### config.mk
export PLATFORM = sky130hd
export DESIGN_NAME = traffic_light_sequencer
export DESIGN_NICKNAME = d
export VERILOG_FILES = /design/src/tls_pkg.sv /design/src/tls_step.sv /design/src/traffic_light_sequencer.sv
export SDC_FILE = /design/constraint.sdc
export NUM_CORES = 1
export LEC_CHECK = 0
export BUFFER_PORTS_ARGS = -buffer_cell sky130_fd_sc_hd__buf_2
export CORE_UTILIZATION = 60
export CTS_CLUSTER_SIZE = 14
export DETAILED_ROUTE_END_ITERATION = 8
export PLACE_DENSITY = 0.8
export SLEW_MARGIN = 30
export SYNTH_ARGS = -nofsm -noshare
export SYNTH_HDL_FRONTEND = slang
export SYNTH_HIERARCHICAL = 1
export SYNTH_SLANG_ARGS = --single-unit
### constraint.sdc
create_clock -name clk_i -period 5.22 [get_ports clk_i]
set_input_delay 0.261 -clock clk_i [delete_from_list [all_inputs] [get_ports clk_i]]
set_output_delay 0.261 -clock clk_i [all_outputs]
set_load 0.005 [all_outputs]
### src/tls_pkg.sv
// Package: shared types and constants for the traffic light sequencer.
`timescale 1ns / 1ps

package tls_pkg;

  localparam int unsigned CntW   = 16;
  localparam int unsigned SecW   = 7;
  localparam int unsigned LightW = 12;
  localparam int unsigned CfgIdxW = 3;
  localparam int unsigned CfgDataW = 16;

  localparam logic [CntW-1:0] CntMax = {CntW{1'b1}};

  // configuration register indexes
  localparam logic [CfgIdxW-1:0] RegGreenSeconds  = 3'd0;
  localparam logic [CfgIdxW-1:0] RegYellowSeconds = 3'd1;
  localparam logic [CfgIdxW-1:0] RegRedSeconds    = 3'd2;
  localparam logic [CfgIdxW-1:0] RegDarkThreshold = 3'd3;
  localparam logic [CfgIdxW-1:0] RegDebounceMs    = 3'd4;
  localparam logic [CfgIdxW-1:0] RegBlinkHalfMs   = 3'd5;
  localparam logic [CfgIdxW-1:0] RegSecondMs      = 3'd6;

  // register reset values
  localparam logic [SecW-1:0]   GreenSecondsRst  = 7'd10;
  localparam logic [SecW-1:0]   YellowSecondsRst = 7'd3;
  localparam logic [SecW-1:0]   RedSecondsRst    = 7'd10;
  localparam logic [LightW-1:0] DarkThresholdRst = 12'd1000;
  localparam logic [CntW-1:0]   DebounceMsRst    = 16'd50;
  localparam logic [CntW-1:0]   BlinkHalfMsRst   = 16'd500;
  localparam logic [CntW-1:0]   SecondMsRst      = 16'd1000;

  typedef enum logic [1:0] {
    PH_GREEN  = 2'd0,
    PH_YELLOW = 2'd1,
    PH_RED    = 2'd2
  } phase_e;

  typedef struct packed {
    logic              button_level;
    logic [LightW-1:0] light_level;
  } in_t;

  typedef struct packed {
    logic            green_lamp;
    logic            yellow_lamp;
    logic            red_lamp;
    logic            blue_lamp;
    logic [SecW-1:0] count_shown;
    logic            display_blank;
  } out_t;

  typedef struct packed {
    logic [SecW-1:0]   green_seconds;
    logic [SecW-1:0]   yellow_seconds;
    logic [SecW-1:0]   red_seconds;
    logic [LightW-1:0] dark_threshold;
    logic [CntW-1:0]   debounce_ms;
    logic [CntW-1:0]   blink_half_ms;
    logic [CntW-1:0]   second_ms;
  } cfg_t;

  typedef struct packed {
    phase_e          phase;
    logic [SecW-1:0] seconds_left;
    logic [CntW-1:0] ms_in_second;
    logic [CntW-1:0] ms_since_toggle;
    logic [CntW-1:0] ms_since_press;
    logic            previous_button;
    logic            display_enabled;
    logic            blink_on;
  } state_t;

endpackage

### src/tls_step.sv
// Next-state and result logic for one millisecond tick.
`timescale 1ns / 1ps

module tls_step (
  input  tls_pkg::state_t state_i,
  input  tls_pkg::cfg_t   cfg_i,
  input  tls_pkg::in_t    req_i,
  output tls_pkg::state_t state_o,
  output tls_pkg::out_t   res_o
);

  logic [tls_pkg::CntW-1:0] sec_inc;
  logic [tls_pkg::CntW-1:0] tog_inc;
  logic [tls_pkg::CntW-1:0] press_inc;
  logic                     press;
  logic                     step;
  logic                     night;
  logic                     toggle;

  // saturating elapsed counters
  assign sec_inc   = (state_i.ms_in_second == tls_pkg::CntMax) ?
                     state_i.ms_in_second : state_i.ms_in_second + 16'd1;
  assign tog_inc   = (state_i.ms_since_toggle == tls_pkg::CntMax) ?
                     state_i.ms_since_toggle : state_i.ms_since_toggle + 16'd1;
  assign press_inc = (state_i.ms_since_press == tls_pkg::CntMax) ?
                     state_i.ms_since_press : state_i.ms_since_press + 16'd1;

  assign press  = !req_i.button_level && state_i.previous_button &&
                  (press_inc > cfg_i.debounce_ms);
  assign step   = (sec_inc >= cfg_i.second_ms);
  assign night  = (req_i.light_level > cfg_i.dark_threshold);
  assign toggle = night && (tog_inc >= cfg_i.blink_half_ms);

  always_comb begin
    state_o                 = state_i;
    state_o.previous_button = req_i.button_level;
    state_o.display_enabled = state_i.display_enabled ^ press;
    state_o.ms_since_press  = press ? '0 : press_inc;
    state_o.ms_in_second    = step ? '0 : sec_inc;
    state_o.ms_since_toggle = toggle ? '0 : tog_inc;
    state_o.blink_on        = state_i.blink_on ^ toggle;

    if (step) begin
      if (state_i.seconds_left == '0) begin
        unique case (state_i.phase)
          tls_pkg::PH_YELLOW: begin
            state_o.phase        = tls_pkg::PH_RED;
            state_o.seconds_left = cfg_i.red_seconds;
          end
          tls_pkg::PH_RED: begin
            state_o.phase        = tls_pkg::PH_GREEN;
            state_o.seconds_left = cfg_i.green_seconds;
          end
          default: begin
            state_o.phase        = tls_pkg::PH_YELLOW;
            state_o.seconds_left = cfg_i.yellow_seconds;
          end
        endcase
      end else begin
        state_o.seconds_left = state_i.seconds_left - 7'd1;
      end
    end
  end

  always_comb begin
    res_o.green_lamp    = 1'b0;
    res_o.yellow_lamp   = 1'b0;
    res_o.red_lamp      = 1'b0;
    if (night) begin
      res_o.yellow_lamp = state_o.blink_on;
    end else begin
      unique case (state_o.phase)
        tls_pkg::PH_YELLOW: res_o.yellow_lamp = 1'b1;
        tls_pkg::PH_RED:    res_o.red_lamp    = 1'b1;
        default:            res_o.green_lamp  = 1'b1;
      endcase
    end
    res_o.blue_lamp     = !state_o.display_enabled;
    res_o.count_shown   = state_o.seconds_left;
    res_o.display_blank = night || !state_o.display_enabled;
  end

endmodule

### src/traffic_light_sequencer.sv
// Traffic light sequencer top level: config registers, state and result register.
// An accepted request's result is registered and shown in out_res_o in the cycle after it is accepted.
// Throughput: one request per cycle; the single result register is the only buffer,
// so a request is taken whenever that register is empty or being drained.
// Reset: asynchronous, active low; registers take their defaults, phase green,
// countdown at the default green reload, result register empty.
`timescale 1ns / 1ps

module traffic_light_sequencer (
  input  logic                              clk_i,
  input  logic                              rst_ni,
  input  logic                              in_valid_i,
  output logic                              in_stall_o,
  input  tls_pkg::in_t                      in_req_i,
  output logic                              out_valid_o,
  input  logic                              out_stall_i,
  output tls_pkg::out_t                     out_res_o,
  input  logic                              cfg_we_i,
  input  logic [tls_pkg::CfgIdxW-1:0]       cfg_index_i,
  input  logic [tls_pkg::CfgDataW-1:0]      cfg_data_i
);

  tls_pkg::cfg_t   cfg_q;
  tls_pkg::state_t state_q;
  tls_pkg::state_t state_d;
  tls_pkg::out_t   res_d;
  tls_pkg::out_t   res_q;
  logic            valid_q;
  logic            accept;

  assign in_stall_o  = valid_q && out_stall_i;
  assign accept      = in_valid_i && !in_stall_o;
  assign out_valid_o = valid_q;
  assign out_res_o   = res_q;

  tls_step u_step (
    .state_i (state_q),
    .cfg_i   (cfg_q),
    .req_i   (in_req_i),
    .state_o (state_d),
    .res_o   (res_d)
  );

  always_ff @(posedge clk_i or negedge rst_ni) begin
    if (!rst_ni) begin
      cfg_q.green_seconds  <= tls_pkg::GreenSecondsRst;
      cfg_q.yellow_seconds <= tls_pkg::YellowSecondsRst;
      cfg_q.red_seconds    <= tls_pkg::RedSecondsRst;
      cfg_q.dark_threshold <= tls_pkg::DarkThresholdRst;
      cfg_q.debounce_ms    <= tls_pkg::DebounceMsRst;
      cfg_q.blink_half_ms  <= tls_pkg::BlinkHalfMsRst;
      cfg_q.second_ms      <= tls_pkg::SecondMsRst;
    end else if (cfg_we_i) begin
      unique case (cfg_index_i)
        tls_pkg::RegGreenSeconds:  cfg_q.green_seconds  <= cfg_data_i[tls_pkg::SecW-1:0];
        tls_pkg::RegYellowSeconds: cfg_q.yellow_seconds <= cfg_data_i[tls_pkg::SecW-1:0];
        tls_pkg::RegRedSeconds:    cfg_q.red_seconds    <= cfg_data_i[tls_pkg::SecW-1:0];
        tls_pkg::RegDarkThreshold: cfg_q.dark_threshold <= cfg_data_i[tls_pkg::LightW-1:0];
        tls_pkg::RegDebounceMs:    cfg_q.debounce_ms    <= cfg_data_i;
        tls_pkg::RegBlinkHalfMs:   cfg_q.blink_half_ms  <= cfg_data_i;
        tls_pkg::RegSecondMs:      cfg_q.second_ms      <= cfg_data_i;
        default: ;
      endcase
    end
  end

  always_ff @(posedge clk_i or negedge rst_ni) begin
    if (!rst_ni) begin
      state_q.phase           <= tls_pkg::PH_GREEN;
      state_q.seconds_left    <= tls_pkg::GreenSecondsRst;
      state_q.ms_in_second    <= '0;
      state_q.ms_since_toggle <= '0;
      state_q.ms_since_press  <= '0;
      state_q.previous_button <= 1'b1;
      state_q.display_enabled <= 1'b1;
      state_q.blink_on        <= 1'b0;
      valid_q                 <= 1'b0;
    end else begin
      if (accept) begin
        state_q <= state_d;
      end
      if (accept) begin
        valid_q <= 1'b1;
      end else if (!out_stall_i) begin
        valid_q <= 1'b0;
      end
    end
  end

  // result payload, no reset needed
  always_ff @(posedge clk_i) begin
    if (accept) begin
      res_q <= res_d;
    end
  end

endmodule
Word level (Yosys, flattened, before mapping)

Cells that the tools add are included.

Bits in registers: 154
Input port bits: 37
Output and inout bits: 14

$add $sub $neg: 4
Order comparisons: 4
Equality and inequality tests: 14
Mux-type cells: 16
Bitwise gates (word level): 2
Reductions and logical operators: 19

Operators with widths:

| cell                    | count |
|---|---|
| $mux W16                | 6 |
| $add A16 B1 Y16 const B | 3 |
| $eq A16 B16 Y1 const B  | 3 |
| $ge A16 B16 Y1          | 2 |
| $pmux W9 S2             | 1 |
| $gt A16 B16 Y1          | 1 |
| $reduce_and A2 Y1       | 7 |
| $gt A12 B12 Y1          | 1 |
| $eq A3 B3 Y1 const B    | 3 |
| $mux W9                 | 1 |
| $logic_not A7 Y1        | 1 |
| $mux W7                 | 1 |
| $sub A7 B1 Y7 const B   | 1 |
| $eq A3 B2 Y1 const B    | 2 |
| $mux W1                 | 6 |
| $logic_and A1 B1 Y1     | 5 |
| $eq A2 B1 Y1 const B    | 2 |
| $eq A2 B2 Y1 const B    | 2 |
| $eq A3 B1 Y1 const B    | 1 |
| $logic_not A1 Y1        | 3 |
| $logic_not A3 Y1        | 1 |
| $mux W2                 | 1 |
| $ne A2 B1 Y1 const B    | 1 |
| $reduce_or A2 Y1        | 1 |
| 2 further kinds         | 3 |

Logic depth before layout (Yosys ltp)

Gate-level depths: netlist of run 1.

Depth after elaboration: 7
Gate-level depth with buffers: 16

Modules after synthesis

The synthesis of run 1 kept the hierarchy.

By module, submodules not included:

| module                  | times used | cells an instance | area each (um^2) |
|---|---|---|---|
| traffic_light_sequencer | 1          | 319               | 5799.3 |
| tls_step                | 1          | 521               | 3469.6 |

Worst setup path before layout of run 1

OpenSTA, ideal clock, no wires.

Path kind: flip-flop to flip-flop
Start: register state_q[39] in the netlist's numbering
End: register res_q, in the netlist out_res_o[11] (data pin)
Setup time: 255 ps
Arrival: 3406 ps
Required time: 4965 ps
Path slack: 1560 ps
Stages on the path, launching flop included: 15
Period minus slack after synthesis: 3660 ps
Cell sequence: dfrtp_1 -> nand3_1 -> or3_4 -> or3_4 -> nor2_2 -> mux2_1 -> ha_1 -> nand4_1 -> a211oi_1 -> o2111ai_1 -> a21oi_1 -> mux2i_1 -> inv_1 -> ha_1 -> and2_1

RTL lines:

| item                   | RTL line                      | RTL |
|---|---|---|
| start, declared        | traffic_light_sequencer.sv:24 | `tls_pkg::state_t state_q;` |
| start signal, assigned | traffic_light_sequencer.sv:80 | `state_q <= state_d;` |
| end signal, assigned   | traffic_light_sequencer.sv:93 | `res_q <= res_d;` |
| end, declared          | traffic_light_sequencer.sv:27 | `tls_pkg::out_t res_q;` |

==> results of run 1 <==
## synth_stat cells (4+ instances only)
library cell  count  area share
nor3_1            8      0.0043
inv_1            78       0.032
nor2_1           42       0.017
or2_2             6      0.0041
o211ai_1          6      0.0049
nor2b_1          18       0.012
xor2_1           14       0.013
nand2_1          39       0.016
mux2_4           11       0.018
dfstp_2          31       0.088
buf_2            15      0.0081
nand2b_1          5      0.0034
a211oi_1          6      0.0049
edfxtp_1         12       0.039
a22oi_1           7      0.0057
a21oi_1          39       0.021
mux2_2          139        0.17
and2_1           18       0.012
and3_1           11      0.0074
dfrtp_1         111        0.30
nand4_1          18       0.012
ha_1             69       0.093
xnor2_1          21       0.020
o21a_1            5      0.0041
mux2i_1           4      0.0043
buf_4            11      0.0089
o21ai_0          17      0.0092
nand3_1          27       0.015
## worst max-delay path: cells and delay by family (launching register included)
family                   cells  cell delay, ns
AND/OR/NAND/NOR              5            1.52
multiplexers                 3            0.98
AO/OA/AOI/OAI                3            0.74
flip-flops                   1            0.46
adder cells (fa/ha/maj)      1            0.28
buffers and inverters        1            0.24
## flip-flops by register name (all words and copies together), names as in the netlist
register and flops:
cfg_q 81, state_q 60, out_res_o 12, out_valid_o 1
## area by class of cell
type                       count  area (um2)  share of cell area
sequential                   154        3950               0.387
multi-input combinational    577        4820               0.472
tap                          188         235              0.0230
inverter                      78         293              0.0286
clock buffer                  22         495              0.0485
timing repair buffer          57         318              0.0311
clock inverter                10         104              0.0102
## worst paths after layout
check                             from  cells after the start  slack (ns)     endpoint
setup / recovery           state_q[44]                     13        0.92  state_q[55]
hold / removal              in_valid_i                      2        0.05  out_valid_o
setup reg to reg           state_q[44]                     13        0.92  state_q[55]
hold reg to reg              cfg_q[47]                      1        0.50    cfg_q[47]
max in group asynchronous       rst_ni                      3        3.69    cfg_q[63]
min in group asynchronous       rst_ni                      2        0.47  state_q[30]
## metal layers
| layer | share of wire | global-route usage |
|---|---|---|
| met5 | 0 | 0 |
| met4 | 0.020 | 0.0957 |
| met2 | 0.49 | 0.416 |
| met3 | 0.037 | 0.0388 |
| met1 | 0.46 | 0.340 |
## power breakdown
part | switching, mW | leakage (nW) | internal, mW
Clock | 0.507 | 0.282 | 0.730
Combinational | 0.749 | 2.66 | 0.727
Sequential | 0.246 | 1.84 | 1.55
## cells by family (layout without fill, tap and decap cells)
family                     Yosys count  in the layout  share of synthesized area
buffers and inverters              109            167                     0.0540
adders and majority gates           69             69                     0.0931
muxes                              155            155                      0.192
DFF                                154            154                      0.426
xor gates and xnor gates            35             35                     0.0331
and+or+nand+nor                    219            219                      0.131
AOI/OAI and AO/OA                   99             99                     0.0701
==> qor.yml, run 1 <==
pwr:
  p_per_area_nw_per_um2: 441
  p_leak_nw: 4.78
  p_total_mw: 4.51
  ir_worst_vdd_mv: 0.300
synthesis:
  syn_nets: 946
  synthArstFlopShare: 0.922
  seq_area_frac_synth: 0.426
  synth-main-ff-cell: "dfrtp_1"
  synth_cells: 840
  yosysUniqueCellTypes: 62
  synth_edf_count: 12
  yosysWarnings: 6
  synth_area_per_cell_um2: 11.0
  yosys_register_bits: 154
  netlist_area_um2: 9270
sta:
  max_slew_margin: 0.423
  finalSetupTns_ns: 0
  rsz0062_at_grt: "false"
  timing.final.ws_setup_ns: 0.920
  setup_viol: 0
  hold_violations: 0
  period_minus_slack_ns: 4.30
  fin_crit_sh: 0.824
  fmax_mhz: 233
  worst_pin_slew_ns: 0.860
  skew_ns: 0.00792
  drv_slew: 0
  worst_hold_slack_ns: 0.0528
setup_path:
  worst_path_largest_cell_delay_ns: 0.51
  arrival_ns: 4.61
  worstPathCellList: "nand4_1 > or2_2 > nor3_1 > buf_4 > mux2_2 > ha_1 > o211ai_1 > a21oi_1 > o2111ai_1 > nand2_1 > nand3_1 > mux2_2 > mux2_2"
  critical_path_class: "reg2reg"
  required_ns: 5.53
  worst-path-max-fanout: 14
  critPathMostFrequentCell: "mux2_2"
  cp_slowest_cell: "o2111ai_1"
  end_kind: "flop"
  startpoint_type: "flop"
cells_and_area:
  post-route-cell-area_um2: 10200
  fill_cells: 1099
  antenna_cells: 0
  fin_util: 0.675
  area_delta_synth_final_pct: 10.3
  drive_gt1_frac: 0.325
  fin_nets: 991
  fin_cells: 1086
  final_cell_mix: "mux2_2 (139), dfrtp_1 (111), inv_1 (78)"
  layout_commonest_cell: "mux2_2"
outcome:
  status: "finished clean"
floorplan:
  die_width_um: 126
  start_util: 0.612
  ioPinCount: 51
  rows: 45
  die_area_um2: 15900
  coreArea_um2: 15100
  die_h_um: 126
place:
  dpl.hpwl_mm: 13.1
  dp.cells: 1053
  place.gp.congestion: 0.862
  place_ws_ns: 0.991
  dpl_cell_area_um2: 9610
  io_buffer_count: 50
clocking:
  clk_pin_slew_ns: 0.06
  clk_latency_ns: 0.43
  cts-root-buf: "clkbuf_16"
  clockBufferDepth: 2
  clock-sinks: 154
  cts-htree-levels: 4
  tritoncts: "done"
  ctsResizeCount: 0
  numCtsBuffers: 17
  post_cts_buffers: 0
  cts_hold_buf: 1
detailed_routing:
  vias: 6363
  wirelength_mm: 19.0
  drc_errors: 0
  via_per_inst: 5.86
  dr.first_iter.drc_count: 326
  antenna_left: 0
  first_pass_iters: 5
  wire_per_inst_um: 17.5
min_path:
  hold_path.class: "in2reg"
grt:
  globalRouteOverflowTotal: 0
  grt_pass1_wl_mm: 31.2
  grt_pass1_vias: 6134
  grt.total_usage: 0.253
  antenna_found_initial: 0
  grt_max_degree: 101
run:
  max_cap_viol_count: 0
Note: power is estimated with default switching activity, not from simulation.
==> run 2: changes to the inputs <==
Clock period 5.22 ns to 4.5 ns, I/O delays scaled along.
==> run 2 against run 1 <==
  * Highest routed layer unchanged
  * Via count up 1.0%
  * Largest power group unchanged
  * Total power up 16%
  * Core utilization up 0.14 points
==> qor.yml, run 2 (same netlist as run 1, synthesis figures left out) <==
outcome:
  status: "finished clean"  # unchanged
sta:
  fmax_mhz: 240  # was 233 MHz
  fin_crit_sh: 0.927  # was 0.824
  hold_violations: 0  # unchanged
  worst_pin_slew_ns: 0.855  # was 0.860 ns
  skew_ns: 0.00840  # was 0.00792 ns
  finalSetupTns_ns: 0  # unchanged
  max_slew_margin: 0.426  # was 0.423
  timing.final.ws_setup_ns: 0.328  # was 0.920 ns
  setup_viol: 0  # unchanged
  period_minus_slack_ns: 4.17  # was 4.30 ns
  worst_hold_slack_ns: 0.0715  # was 0.0528 ns
  drv_slew: 0  # unchanged
  rsz0062_at_grt: "false"  # unchanged
floorplan:
  die_area_um2: 15900  # unchanged
  rows: 45  # unchanged
  die_width_um: 126  # unchanged
  coreArea_um2: 15100  # unchanged
  start_util: 0.612  # unchanged
  die_h_um: 126  # unchanged
  ioPinCount: 51  # unchanged
setup_path:
  rrSetupSlack_ns: 0.33  # was 0.92 ns
  worstPathCellList: "nand3_1 > or3_4 > or3_4 > nor2_2 > mux2_1 > ha_1 > nand4_1 > a211oi_1 > o2111ai_2 > a21oi_2 > mux2i_1 > inv_1 > ha_1 > nand2_1 > o21ai_0"  # was nand4_1 > or2_2 > nor3_1 > buf_4 > mux2_2 > ha_1 > o211ai_1 > a21oi_1 > o2111ai_1 > nand2_1 > nand3_1 > mux2_2 > mux2_2
  crit_start: "state_q[39]"  # was state_q[44]
  worstRegToRegCells: 15  # was 13
  startpoint_type: "flop"  # unchanged
  crit_buf_inv: 1  # unchanged
  endpoint: "out_res_o[10]"  # was state_q[55]
  cp_slowest_cell: "dfrtp_1"  # was o2111ai_1
  arrival_ns: 4.30  # was 4.61 ns
  r2r_start: "state_q[39]"  # was state_q[44]
  required_ns: 4.63  # was 5.53 ns
  worst-path-max-fanout: 8  # was 14
  path_depth: 15  # was 13
  critical_path_class: "reg2reg"  # unchanged
  critPathTopFamily: "simple AND/OR/NAND/NOR gates"  # unchanged
  worst_r2r_endpoint: "out_res_o[10]"  # was state_q[55]
  end_kind: "flop"  # unchanged
  worst_path_largest_cell_delay_ns: 0.42  # was 0.51 ns
pwr:
  p_leak_nw: 4.79  # was 4.78 nW
  ir_worst_vdd_mv: 0.328  # was 0.300 mV
  p_total_mw: 5.24  # was 4.51 mW
  p_per_area_nw_per_um2: 511  # was 441 nW/um2
clocking:
  clock-sinks: 154  # unchanged
  numCtsBuffers: 17  # unchanged
  tritoncts: "done"  # unchanged
  cts-root-buf: "clkbuf_16"  # unchanged
  cts-htree-levels: 4  # unchanged
  clk_latency_ns: 0.43  # about the same
  clk_pin_slew_ns: 0.07  # was 0.06 ns
  clockBufferDepth: 2  # unchanged
cells_and_area:
  largest-register: "cfg_q"  # unchanged
  fin_util: 0.676  # was 0.675
  layout_commonest_cell: "mux2_2"  # unchanged
  fin_cells: 1088  # was 1,086
  area_delta_synth_final_pct: 10.5  # was 10.3%
  fin_nets: 993  # was 991
  final_cell_mix: "mux2_2 (139), dfrtp_1 (111), inv_1 (78)"  # unchanged
  antenna_cells: 0  # unchanged
  drive_gt1_frac: 0.331  # was 0.325
  post-route-cell-area_um2: 10200  # about the same
  largest_reg_flops: 81  # unchanged
grt:
  grt_pass1_wl_mm: 31.9  # was 31.2 mm
  grt.total_usage: 0.258  # was 0.253
  antenna_found_initial: 0  # unchanged
  grt_max_degree: 102  # was 101
  globalRouteOverflowTotal: 0  # unchanged
  grt_pass1_vias: 6452  # was 6,134
place:
  dp.cells: 1054  # was 1,053
  dpl_cell_area_um2: 9610  # about the same
  place.gp.congestion: 0.884  # was 0.862
  io_buffer_count: 50  # unchanged
  place_ws_ns: 0.259  # was 0.991 ns
  dpl.hpwl_mm: 13.4  # was 13.1 mm
min_path:
  hold_path.class: "in2reg"  # unchanged
detailed_routing:
  drc_errors: 0  # unchanged
  vias: 6428  # was 6,363
  antenna_left: 0  # unchanged
  via_per_inst: 5.91  # was 5.86
  wire_per_inst_um: 17.7  # was 17.5 um
  first_pass_iters: 4  # was 5
  dr.first_iter.drc_count: 391  # was 326
  wirelength_mm: 19.2  # was 19.0 mm
run:
  max_cap_viol_count: 0  # unchanged
-- run 2: per-layer routing --
layer / part of all wire / up-vias / track usage
met2: 0.49 / 173 / 0.435
met1: 0.45 / 3172 / 0.331
met5: 0 / - / 0
li1: - / 3051 / -
met3: 0.043 / 32 / 0.0506
met4: 0.021 / 0 / 0.0914
-- run 2: worst reg2reg max path, cell delays in order, from the launching register on --
cell and delay [ns]:
dfrtp_1 0.42, nand3_1 0.13, or3_4 0.38, or3_4 0.41
nor2_2 0.11, mux2_1 0.36, ha_1 0.32, nand4_1 0.12
a211oi_1 0.23, o2111ai_2 0.30, a21oi_2 0.30, mux2i_1 0.26
inv_1 0.11, ha_1 0.21, nand2_1 0.09, o21ai_0 0.12
-- run 2: area by class of cell --
type	instances	area, um2
fill	1110	4900
sequential	154	3950
inverter	78	293
clock inverter	14	136
multi-input combinational	577	4840
tap	188	235
clock buffer	18	450
timing repair buffer	59	332
-- run 2: worst min-delay path by stage --
| stage | slack, ns | from | depth (start not counted) | endpoint |
|---|---|---|---|---|
| 2_1_floorplan | -0.07 | rst_ni | 0 | cfg_q[0] |
| 3_3_place_gp | 0.40 | rst_ni | 1 | state_q[30] |
| 3_5_place_dp | 0.40 | rst_ni | 1 | state_q[30] |
| 4_1_cts | 0.06 | cfg_data_i[13] | 2 | cfg_q[45] |
| 5_1_grt | 0.07 | cfg_data_i[12] | 2 | cfg_q[44] |
| 6_report | 0.07 | cfg_data_i[13] | 2 | cfg_q[45] |
-- run 2: what timing repair did --
action                                 CTS  global route
endpoints found under the hold margin   83             0
setup endpoints to repair                0            10
setup buffers                            0             0
hold buffers                             2             0
resized for setup                        0             4
-- run 2: power by group --
part | total [mW] | switching, mW | internal (mW)
sequential | 2.08 | 0.287 | 1.80
clock | 1.41 | 0.605 | 0.804
combinational | 1.74 | 0.897 | 0.845
total | 5.24 | 1.79 | 3.45
